`src/hw/rtl/pseudo_header_internet_checksum_defines.svh`:
```
// Assertion macros used by the checksum RTL.
`ifndef PSEUDO_HEADER_INTERNET_CHECKSUM_DEFINES_SVH
`define PSEUDO_HEADER_INTERNET_CHECKSUM_DEFINES_SVH

// The consequent must hold in the same cycle as the antecedent.
`define PHIC_ASSERT_SAME(label, clk, rst_n, ante, cons) \
    label: assert property (@(posedge clk) disable iff (!(rst_n)) (ante) |-> (cons)) \
        else $error("phic assertion failed");

// The consequent must hold in the cycle after the antecedent.
`define PHIC_ASSERT_NEXT(label, clk, rst_n, ante, cons) \
    label: assert property (@(posedge clk) disable iff (!(rst_n)) (ante) |=> (cons)) \
        else $error("phic assertion failed");

`endif

```
`src/hw/rtl/phic_pkg.sv`:
```
// Types, constants and the end-around-carry fold shared by the checksum RTL.
package phic_pkg;

    localparam int WORD_W   = 16;
    localparam int VB_W     = 2;
    localparam int ADDR_W   = 32;
    localparam int PROTO_W  = 8;
    localparam int CFG_W    = 32;
    localparam int CFG_IDX_W = 2;
    localparam int WIDE_W   = 19;

    localparam logic [WORD_W-1:0]  WORD_MAX      = 16'hffff;
    localparam logic [ADDR_W-1:0]  ADDR_RESET    = 32'h0000_0000;
    localparam logic [PROTO_W-1:0] PROTO_RESET   = 8'd6;
    localparam logic               USE_PH_RESET  = 1'b1;

    localparam logic [VB_W-1:0] VB_NONE = 2'd0;
    localparam logic [VB_W-1:0] VB_ONE  = 2'd1;
    localparam logic [VB_W-1:0] VB_TWO  = 2'd2;

    typedef enum logic [CFG_IDX_W-1:0] {
        CFG_SOURCE_ADDRESS    = 2'd0,
        CFG_DEST_ADDRESS      = 2'd1,
        CFG_PROTOCOL_NUMBER   = 2'd2,
        CFG_USE_PSEUDO_HEADER = 2'd3
    } t_cfg_idx;

    typedef struct packed {
        logic [WORD_W-1:0] data_word;
        logic [VB_W-1:0]   valid_bytes;
        logic              last_word;
    } t_in_item;

    typedef struct packed {
        logic [WORD_W-1:0] checksum;
        logic [WORD_W-1:0] segment_length;
        logic              length_overflow;
    } t_out_item;

    typedef struct packed {
        logic              use_pseudo_header;
        logic [WORD_W-1:0] pseudo_sum;
    } t_cfg_view;

    typedef struct packed {
        logic [WORD_W-1:0] sum;
        logic [WORD_W-1:0] count;
        logic              saturated;
    } t_seg_total;

    function automatic logic [WORD_W-1:0] fold16(input logic [WIDE_W-1:0] s);
        logic [WORD_W:0] f1;
        logic [WORD_W:0] f2;
        f1 = {1'b0, s[WORD_W-1:0]} + {{(WORD_W+1-(WIDE_W-WORD_W)){1'b0}}, s[WIDE_W-1:WORD_W]};
        f2 = {1'b0, f1[WORD_W-1:0]} + {{WORD_W{1'b0}}, f1[WORD_W]};
        return f2[WORD_W-1:0];
    endfunction

endpackage

```
`src/hw/rtl/phic_cfg.sv`:
```
// Configuration registers and the registered pseudo-header partial sum.
module phic_cfg
    import phic_pkg::*;
(
    input  logic                 i_clk,
    input  logic                 i_rst_n,
    input  logic                 i_cfg_we,
    input  logic [CFG_IDX_W-1:0] i_cfg_idx,
    input  logic [CFG_W-1:0]     i_cfg_wdata,
    output t_cfg_view            o_cfg
);

    logic [ADDR_W-1:0]  r_src;
    logic [ADDR_W-1:0]  r_dst;
    logic [PROTO_W-1:0] r_proto;
    logic               r_use;
    logic [WORD_W-1:0]  r_psum;
    logic [WIDE_W-1:0]  n_wide;

    always_comb begin
        n_wide = {3'b000, r_src[ADDR_W-1:WORD_W]} + {3'b000, r_src[WORD_W-1:0]}
               + {3'b000, r_dst[ADDR_W-1:WORD_W]} + {3'b000, r_dst[WORD_W-1:0]}
               + {{(WIDE_W-PROTO_W){1'b0}}, r_proto};
    end

    always_ff @(posedge i_clk) begin
        if (!i_rst_n) begin
            r_src   <= ADDR_RESET;
            r_dst   <= ADDR_RESET;
            r_proto <= PROTO_RESET;
            r_use   <= USE_PH_RESET;
            r_psum  <= {{(WORD_W-PROTO_W){1'b0}}, PROTO_RESET};
        end else begin
            r_psum <= fold16(n_wide);
            if (i_cfg_we) begin
                case (i_cfg_idx)
                    CFG_SOURCE_ADDRESS:    r_src   <= i_cfg_wdata[ADDR_W-1:0];
                    CFG_DEST_ADDRESS:      r_dst   <= i_cfg_wdata[ADDR_W-1:0];
                    CFG_PROTOCOL_NUMBER:   r_proto <= i_cfg_wdata[PROTO_W-1:0];
                    CFG_USE_PSEUDO_HEADER: r_use   <= i_cfg_wdata[0];
                    default: ;
                endcase
            end
        end
    end

    assign o_cfg.use_pseudo_header = r_use;
    assign o_cfg.pseudo_sum        = r_psum;

endmodule

```
`src/hw/rtl/phic_acc.sv`:
```
// Input register, running sum and byte count of the current segment, and the segment total register.
`include "pseudo_header_internet_checksum_defines.svh"
module phic_acc
    import phic_pkg::*;
(
    input  logic       i_clk,
    input  logic       i_rst_n,
    input  logic       i_in_valid,
    output logic       o_in_ready,
    input  t_in_item   i_in_data,
    input  logic       i_fin_ready,
    output logic       o_fin_valid,
    output t_seg_total o_fin
);

    logic              r_a_valid;
    t_in_item          r_a;
    logic [WORD_W-1:0] r_sum;
    logic [WORD_W-1:0] r_cnt;
    logic              r_sat;
    logic              r_fin_valid;
    t_seg_total        r_fin;

    logic              a_adv;
    logic              fin_free;
    logic [VB_W-1:0]   vb_eff;
    logic [WORD_W-1:0] word_eff;
    logic [WORD_W:0]   cnt_wide;
    logic [WORD_W-1:0] n_sum;
    logic [WORD_W-1:0] n_cnt;
    logic              n_sat;

    assign fin_free   = !r_fin_valid || i_fin_ready;
    assign a_adv      = r_a_valid && (!r_a.last_word || fin_free);
    assign o_in_ready = !r_a_valid || a_adv;

    always_comb begin
        case (r_a.valid_bytes)
            VB_NONE: begin
                vb_eff   = VB_NONE;
                word_eff = r_a.data_word;
            end
            VB_ONE: begin
                vb_eff   = VB_ONE;
                word_eff = {r_a.data_word[WORD_W-1:WORD_W/2], {(WORD_W/2){1'b0}}};
            end
            default: begin
                vb_eff   = VB_TWO;
                word_eff = r_a.data_word;
            end
        endcase
        cnt_wide = {1'b0, r_cnt} + {{(WORD_W+1-VB_W){1'b0}}, vb_eff};
        if (vb_eff == VB_NONE) begin
            n_sum = r_sum;
            n_cnt = r_cnt;
            n_sat = r_sat;
        end else begin
            n_sum = fold16({3'b000, r_sum} + {3'b000, word_eff});
            n_cnt = cnt_wide[WORD_W] ? WORD_MAX : cnt_wide[WORD_W-1:0];
            n_sat = r_sat || cnt_wide[WORD_W];
        end
    end

    always_ff @(posedge i_clk) begin
        if (!i_rst_n) begin
            r_a_valid   <= 1'b0;
            r_sum       <= '0;
            r_cnt       <= '0;
            r_sat       <= 1'b0;
            r_fin_valid <= 1'b0;
        end else begin
            if (o_in_ready) begin
                r_a_valid <= i_in_valid;
            end
            if (a_adv && r_a.last_word) begin
                r_sum       <= '0;
                r_cnt       <= '0;
                r_sat       <= 1'b0;
                r_fin_valid <= 1'b1;
            end else begin
                if (a_adv) begin
                    r_sum <= n_sum;
                    r_cnt <= n_cnt;
                    r_sat <= n_sat;
                end
                if (i_fin_ready) begin
                    r_fin_valid <= 1'b0;
                end
            end
        end
    end

    always_ff @(posedge i_clk) begin
        if (o_in_ready && i_in_valid) begin
            r_a <= i_in_data;
        end
        if (a_adv && r_a.last_word) begin
            r_fin.sum       <= n_sum;
            r_fin.count     <= n_cnt;
            r_fin.saturated <= n_sat;
        end
    end

    assign o_fin_valid = r_fin_valid;
    assign o_fin       = r_fin;

    `PHIC_ASSERT_NEXT(a_fin_held, i_clk, i_rst_n, r_fin_valid && !i_fin_ready, r_fin_valid)
    `PHIC_ASSERT_NEXT(a_seg_cleared, i_clk, i_rst_n, a_adv && r_a.last_word, (r_sum == '0) && (r_cnt == '0) && !r_sat)
    `PHIC_ASSERT_SAME(a_sat_count, i_clk, i_rst_n, r_sat, r_cnt == WORD_MAX)

endmodule

```
`src/hw/rtl/phic_fin.sv`:
```
// Pseudo-header addition, inversion and the output register.
module phic_fin
    import phic_pkg::*;
(
    input  logic       i_clk,
    input  logic       i_rst_n,
    input  t_cfg_view  i_cfg,
    input  logic       i_fin_valid,
    output logic       o_fin_ready,
    input  t_seg_total i_fin,
    output logic       o_out_valid,
    input  logic       i_out_ready,
    output t_out_item  o_out_data
);

    logic              r_out_valid;
    t_out_item         r_out;
    logic              fin_adv;
    logic [WORD_W-1:0] total;

    assign o_fin_ready = !r_out_valid || i_out_ready;
    assign fin_adv     = i_fin_valid && o_fin_ready;

    always_comb begin
        if (i_cfg.use_pseudo_header) begin
            total = fold16({3'b000, i_fin.sum} + {3'b000, i_cfg.pseudo_sum}
                         + {3'b000, i_fin.count});
        end else begin
            total = i_fin.sum;
        end
    end

    always_ff @(posedge i_clk) begin
        if (!i_rst_n) begin
            r_out_valid <= 1'b0;
        end else if (fin_adv) begin
            r_out_valid <= 1'b1;
        end else if (i_out_ready) begin
            r_out_valid <= 1'b0;
        end
    end

    always_ff @(posedge i_clk) begin
        if (fin_adv) begin
            r_out.checksum        <= ~total;
            r_out.segment_length  <= i_fin.count;
            r_out.length_overflow <= i_fin.saturated;
        end
    end

    assign o_out_valid = r_out_valid;
    assign o_out_data  = r_out;

endmodule

```
`src/hw/rtl/pseudo_header_internet_checksum.sv`:
```
// Top level of the Internet checksum block with optional pseudo-header.
// Throughput: one item per cycle while the output does not stall, set by the single
// end-around-carry add on the running sum. A result passes the input, segment total and
// output registers; one waiting there does not stop input until the internal stages fill.
// Reset is synchronous and active low: it empties the pipeline, clears the running sum,
// the byte count and the overflow flag, and returns the registers to their reset values.
module pseudo_header_internet_checksum
    import phic_pkg::*;
(
    input  logic                 i_clk,
    input  logic                 i_rst_n,
    input  logic                 i_in_valid,
    output logic                 o_in_ready,
    input  t_in_item             i_in_data,
    output logic                 o_out_valid,
    input  logic                 i_out_ready,
    output t_out_item            o_out_data,
    input  logic                 i_cfg_we,
    input  logic [CFG_IDX_W-1:0] i_cfg_idx,
    input  logic [CFG_W-1:0]     i_cfg_wdata
);

    t_cfg_view  cfg;
    logic       fin_valid;
    logic       fin_ready;
    t_seg_total fin;

    phic_cfg u_cfg (
        .i_clk       (i_clk),
        .i_rst_n     (i_rst_n),
        .i_cfg_we    (i_cfg_we),
        .i_cfg_idx   (i_cfg_idx),
        .i_cfg_wdata (i_cfg_wdata),
        .o_cfg       (cfg)
    );

    phic_acc u_acc (
        .i_clk       (i_clk),
        .i_rst_n     (i_rst_n),
        .i_in_valid  (i_in_valid),
        .o_in_ready  (o_in_ready),
        .i_in_data   (i_in_data),
        .i_fin_ready (fin_ready),
        .o_fin_valid (fin_valid),
        .o_fin       (fin)
    );

    phic_fin u_fin (
        .i_clk       (i_clk),
        .i_rst_n     (i_rst_n),
        .i_cfg       (cfg),
        .i_fin_valid (fin_valid),
        .o_fin_ready (fin_ready),
        .i_fin       (fin),
        .o_out_valid (o_out_valid),
        .i_out_ready (i_out_ready),
        .o_out_data  (o_out_data)
    );

endmodule

```
`config.mk`:
```
export PLATFORM = sky130hd
export DESIGN_NAME = pseudo_header_internet_checksum
export DESIGN_NICKNAME = d
export VERILOG_FILES = /design/src/hw/rtl/phic_pkg.sv /design/src/hw/rtl/phic_cfg.sv /design/src/hw/rtl/phic_acc.sv /design/src/hw/rtl/phic_fin.sv /design/src/hw/rtl/pseudo_header_internet_checksum.sv
export VERILOG_INCLUDE_DIRS = /design/src /design/src/hw/rtl
export SDC_FILE = /design/constraint.sdc
export NUM_CORES = 1
export LEC_CHECK = 0
export CAP_MARGIN = 20
export CORE_MARGIN = 1.5
export CORE_UTILIZATION = 55
export DETAILED_ROUTE_END_ITERATION = 6
export DONT_BUFFER_PORTS = 1
export PLACE_DENSITY = 0.8
export SLEW_MARGIN = 20
export SYNTH_ARGS = -nofsm -noshare
export SYNTH_HDL_FRONTEND = slang
export SYNTH_SLANG_ARGS = --single-unit
```
`constraint.sdc`:
```
create_clock -name i_clk -period 16.7 [get_ports i_clk]
set_input_delay 1.67 -clock i_clk [delete_from_list [all_inputs] [get_ports i_clk]]
set_output_delay 1.67 -clock i_clk [all_outputs]
set_load 0.05 [all_outputs]
```
==> impl_metrics.env, run 1 <==
export IMPL_status="completed"
export IMPL_gp_congestion=0.995
export IMPL_grt_pass1_wl_um=54500
export IMPL_synthFlopType="dfxtp_1"
export IMPL_antenna_found_initial=0
export IMPL_ant_nets=0
export IMPL_place_hpwl_um=25200
export IMPL_worst_pin_slew_ps=1080
export IMPL_path_max_fanout=7
export IMPL_fin_util=0.605
export IMPL_dieArea_um2=27000
export IMPL_wl_um=33700
export IMPL_cp_arrival_ps=8830
export IMPL_drv_cap=0
export IMPL_yosys_warnings=0
export IMPL_setup_viol=0
export IMPL_slowest_delay_ps=500
export IMPL_crit_required_ps=17070
export IMPL_finalInstanceArea_um2=15300
export IMPL_powerDensity_nw_per_um2=105
export IMPL_viasPerCell=5.99
export IMPL_ir_drop_mv=0.0828
export IMPL_clock_latency_ps=520
export IMPL_layout_setup_ws_ps=8230
export IMPL_worst_setup_path_start_kind="flip-flop"
export IMPL_final_min_clock_period_ps=8470
export IMPL_drc_errors=0
export IMPL_ctsHoldBuffers=0
export IMPL_grt_max_degree=85
export IMPL_drive_gt1_frac=0.0512
export IMPL_end_kind="flip-flop"
export IMPL_tns_ps=0
export IMPL_initial_utilization=0.565
export IMPL_drt_wirelength_per_cell_um=17.1
export IMPL_syn_inst=1652
export IMPL_syn_nets=1846
export IMPL_path_clk_slew_ps=60
export IMPL_cts_buffer_depth=3
export IMPL_synth_area_per_cell_um2=8.66
export IMPL_finalCritPeriodShare=0.507
export IMPL_rsz0062_at_grt="false"
export IMPL_slew_headroom=0.280
export IMPL_final_hold_viol_count=0
export IMPL_crit_top_cell="a21oi_1"
export IMPL_cts_max_level=1
export IMPL_ioPinCount=93
export IMPL_ys_async_sr_fraction=0
export IMPL_synth_distinct_cells=92
export IMPL_cellLeakagePower_nw=6.17
export IMPL_io_buffers=0
export IMPL_synth_edf_count=85
export IMPL_tritoncts="yes"
export IMPL_firstDrtPassIters=5
export IMPL_antennaDiodeCount=0
export IMPL_rrSetupSlack_ps=8230
export IMPL_worstSetupPathType="flip-flop to flip-flop"
export IMPL_dpl_cell_area_um2=14500
export IMPL_coreArea_um2=25300
export IMPL_root_buffer="clkbuf_16"
export IMPL_die_w_um=164
export IMPL_ys_seq_area_frac=0.353
export IMPL_cts_buffers=23
export IMPL_cts_sinks=210
export IMPL_skew_ps=23.0
export IMPL_dp_slack_ps=8420
export IMPL_final_nets=1817
export IMPL_grt_ovfl_total=0
export IMPL_ys_seq_elements=210
export IMPL_fmax_ghz=0.118
export IMPL_rows=58
export IMPL_num_vias=11801
export IMPL_grt_usage=0.250
export IMPL_fin_total_pwr_w=0.00161
export IMPL_maxSlewViolCount=0
export IMPL_area_delta_synth_final_pct=7.05
export IMPL_cts_repair_resized=0
export IMPL_slowest_stage="fa_1"
export IMPL_synth_area_um2=14300
export IMPL_drtIter0Drc=894
export IMPL_cts_setup_buffers=0
export IMPL_die_h_um=164
export IMPL_grt_pass1_vias=11055
export IMPL_nFillCells=2092
export IMPL_hold_class="flip-flop to flip-flop"
-- cell usage in the layout, fill, tap and decap left out, drive strengths merged, types with 50 or more instances in the layout --
cell type	netlist	routed
dfxtp	125	125
ha	105	105
nor3	50	50
inv	89	91
o21ai	58	58
nand2	254	254
xnor2	85	85
a21oi	158	158
edfxtp	85	85
nor2	141	141
-- critical path, delay by kind of cell (launching register included) --
family	cells	cell delay, ps
simple gates	13	2130
xor+xnor	2	300
flops	1	340
fa+ha+maj	9	2960
compound gates	14	2320
buf+inv	5	270
-- where the power goes --
part | internal, W | total (W) | switching, W
Sequential | 0.000569 | 0.000595 | 0.0000264
Combinational | 0.000185 | 0.000500 | 0.000315
Clock | 0.000304 | 0.000512 | 0.000209
-- path summary, 6_finish.rpt --
check / from / endpoint / cells past startpoint
hold / removal: u_acc.o_fin[0] / u_fin.o_out_data[0] / 0
setup reg to reg: u_cfg.r_src[16] / u_cfg.r_psum[8] / 43
setup / recovery: u_cfg.r_src[16] / u_cfg.r_psum[8] / 43
hold reg to reg: u_acc.o_fin[0] / u_fin.o_out_data[0] / 0
-- final cells by class --
class | count | area, um2 | area share
clock buffers | 35 | 729 | 0.0476
well taps | 330 | 413 | 0.0270
inverters | 90 | 338 | 0.0221
multi-input cells | 1290 | 8670 | 0.566
flip-flops and latches | 210 | 5050 | 0.330
repair buffers | 8 | 60.1 | 0.00392
clock inverters | 7 | 46.3 | 0.00302
-- per-layer routing --
metal	vias to the layer above	share of wire	track usage
met5	-	0	0
met4	0	0.031	0.0798
met3	78	0.065	0.0384
met2	387	0.47	0.414
met1	5550	0.44	0.336
li1	5786	-	-
-- sequential cells by signal (all words and copies together), names as in the netlist, 16 cells and up --
register          count
u_acc.r_sum          16
u_acc.o_fin          33
u_cfg.r_src          32
u_acc.r_cnt          16
u_fin.o_out_data     33
u_cfg.r_psum         16
u_cfg.r_dst          32
u_acc.r_a            19
-- logic make-up after synthesis --
kind of cell / synth area share
AND/OR/NAND/NOR: 0.208
AO/OA/AOI/OAI: 0.174
flip-flops: 0.353
buffers and inverters: 0.0409
adder cells (fa/ha/maj): 0.136
XOR/XNOR: 0.0804
multiplexers: 0.00700
-- synth_stat cells, types with 11 or more instances --
cell | count | area share
and2_1 | 20 | 0.0087
nand3_1 | 46 | 0.016
nor2_1 | 140 | 0.037
o21bai_1 | 14 | 0.0073
xor2_1 | 41 | 0.025
nand4_1 | 15 | 0.0066
a21o_1 | 22 | 0.012
o211ai_1 | 16 | 0.0084
and3_1 | 22 | 0.0096
a21oi_1 | 156 | 0.055
nor2b_1 | 14 | 0.0061
nor3_1 | 49 | 0.017
ha_1 | 105 | 0.092
o21ai_0 | 46 | 0.016
edfxtp_1 | 85 | 0.18
a211oi_1 | 17 | 0.0089
clkbuf_1 | 48 | 0.013
o21a_1 | 18 | 0.0094
inv_1 | 89 | 0.023
dfxtp_1 | 125 | 0.17
nand2_1 | 254 | 0.067
nor4_1 | 12 | 0.0052
xnor2_1 | 82 | 0.050
o21ai_1 | 11 | 0.0038
fa_1 | 31 | 0.043
nand2b_1 | 13 | 0.0057
-- stage by stage --
stage,hold WS (ps),cells
finish,449,1970
global route,449,1970
CTS,448,1970
detailed placement,420,1928
global placement,430,1928
floorplan,400,1652
(Power assumes the default switching activity.)
==> run 2, diff against run 1 <==
==> constraint.sdc (replaced) <==
create_clock -name i_clk -period 8.7 [get_ports i_clk]
set_input_delay 0.87 -clock i_clk [delete_from_list [all_inputs] [get_ports i_clk]]
set_output_delay 0.87 -clock i_clk [all_outputs]
set_load 0.05 [all_outputs]
==> impl_metrics.env, run 2 (same netlist as run 1, synthesis figures left out) <==
export IMPL_fin_total_pwr_w=0.00309
export IMPL_drtIter0Drc=893
export IMPL_cts_sinks=210
export IMPL_cellLeakagePower_nw=6.16
export IMPL_dpl_cell_count=1929
export IMPL_grt_ovfl_total=0
export IMPL_cts_max_level=1
export IMPL_initial_utilization=0.565
export IMPL_cts_buffer_depth=3
export IMPL_slowest_stage="fa_1"
export IMPL_grt_pass1_wl_um=54100
export IMPL_path_clk_slew_ps=60
export IMPL_clock_latency_ps=520
export IMPL_end_kind="flip-flop"
export IMPL_crit_required_ps=9070
export IMPL_firstDrtPassIters=5
export IMPL_viasPerCell=5.89
export IMPL_area_delta_synth_final_pct=7.48
export IMPL_slew_headroom=0.290
export IMPL_grt_usage=0.248
export IMPL_hold_class="input port to flip-flop"
export IMPL_antennaDiodeCount=0
export IMPL_dieArea_um2=27000
export IMPL_rows=58
export IMPL_final_cell_mix="nand2_1 (254), a21oi_1 (156), nor2_1 (139), dfxtp_1 (125), ha_1 (103)"
export IMPL_ant_nets=0
export IMPL_die_w_um=164
export IMPL_drv_cap=0
export IMPL_ir_drop_mv=0.161
export IMPL_path_delay_family="adder cells"
export IMPL_skew_ps=10.7
export IMPL_cp_arrival_ps=8480
export IMPL_drt_wirelength_per_cell_um=16.9
export IMPL_coreArea_um2=25300
export IMPL_grt_max_degree=85
export IMPL_die_h_um=164
export IMPL_worst_path_buf_inv=5
export IMPL_worst_pin_slew_ps=1060
export IMPL_final_nets=1820
export IMPL_gp_congestion=0.933
export IMPL_grt_pass1_vias=11039
export IMPL_fmax_ghz=0.123
export IMPL_tritoncts="yes"
export IMPL_powerDensity_nw_per_um2=201
export IMPL_final_hold_viol_count=0
export IMPL_worst_setup_path_start_kind="flip-flop"
export IMPL_root_buffer="clkbuf_16"
export IMPL_cts_buffers=24
export IMPL_io_buffers=0
export IMPL_instances_no_fill=1974
export IMPL_wl_um=33400
export IMPL_antenna_found_initial=0
export IMPL_fin_util=0.607
export IMPL_slowest_delay_ps=490
export IMPL_final_common_cell="nand2_1"
export IMPL_num_vias=11625
export IMPL_ioPinCount=93
export IMPL_finalCritPeriodShare=0.932
export IMPL_place_hpwl_um=24900
export IMPL_status="completed"
export IMPL_setup_viol=0
export IMPL_maxSlewViolCount=0
export IMPL_final_min_clock_period_ps=8110
export IMPL_drc_errors=0
export IMPL_drive_gt1_frac=0.0572
export IMPL_tns_ps=0
export IMPL_worstSetupPathType="flip-flop to flip-flop"
export IMPL_path_max_fanout=7
export IMPL_hold_ws_ps=428
==> run 2: cell count changes in the layout (fill, tap and decap cells not counted), sizes merged <==
cell	before	now
buf	8	10
clkbuf	35	33
inv	91	93
bufinv	0	1
clkinvlp	0	1
==> run 2: per-stage QoR <==
step / instance area [um2] / setup slack (ps)
floorplan: 14300 / 1020
global route: 15400 / -13.7
global placement: 14500 / 693
CTS: 15300 / 335
finish: 15400 / 595
detailed placement: 14500 / 399
==> run 2: path summary, 6_finish.rpt <==
check	start	to	slack [ps]	cells after the start
max	u_cfg.r_src[0]	u_cfg.r_psum[11]	590	42
min	i_rst_n	u_cfg.r_use	430	1
max reg2reg	u_cfg.r_src[0]	u_cfg.r_psum[11]	590	42
min reg2reg	u_cfg.r_dst[0]	u_cfg.r_dst[0]	450	2
==> run 2: repair_timing <==
| action | in CTS | in global routing |
|---|---|---|
| setup buffers | 0 | 1 |
| setup endpoints to repair | 0 | 13 |
| gates resized for setup | 0 | 11 |
| hold buffers | 0 | 0 |
==> run 2: worst reg2reg max path: cells and delay by family, from the launching register on <==
family | cells | cell delay (ps)
DFF | 1 | 340
AOI/OAI and AO/OA | 14 | 2270
adders and majority gates | 8 | 2660
xor gates and xnor gates | 2 | 320
buffers and inverters | 5 | 280
and+or+nand+nor | 13 | 2090
==> run 2: routing by layer <==
metal,part of all wire,vias up,GRT usage
li1,-,5792,-
met1,0.44,5422,0.329
met2,0.47,351,0.417
met3,0.058,60,0.0391
met4,0.027,0,0.0740
met5,0,-,0
==> run 2: report_power, final <==
| part | switching (W) | internal (W) |
|---|---|---|
| sequential | 0.0000514 | 0.00109 |
| clock | 0.000413 | 0.000585 |
| combinational | 0.000592 | 0.000355 |
==> run 2: final cells by class <==
type	instances	area (um2)
multi-input cells	1290	8710
flip-flops and latches	210	5050
inverters	90	338
repair buffers	10	75.1
fillers	2062	9950
clock inverters	11	96.3
well taps	330	413
clock buffers	33	686
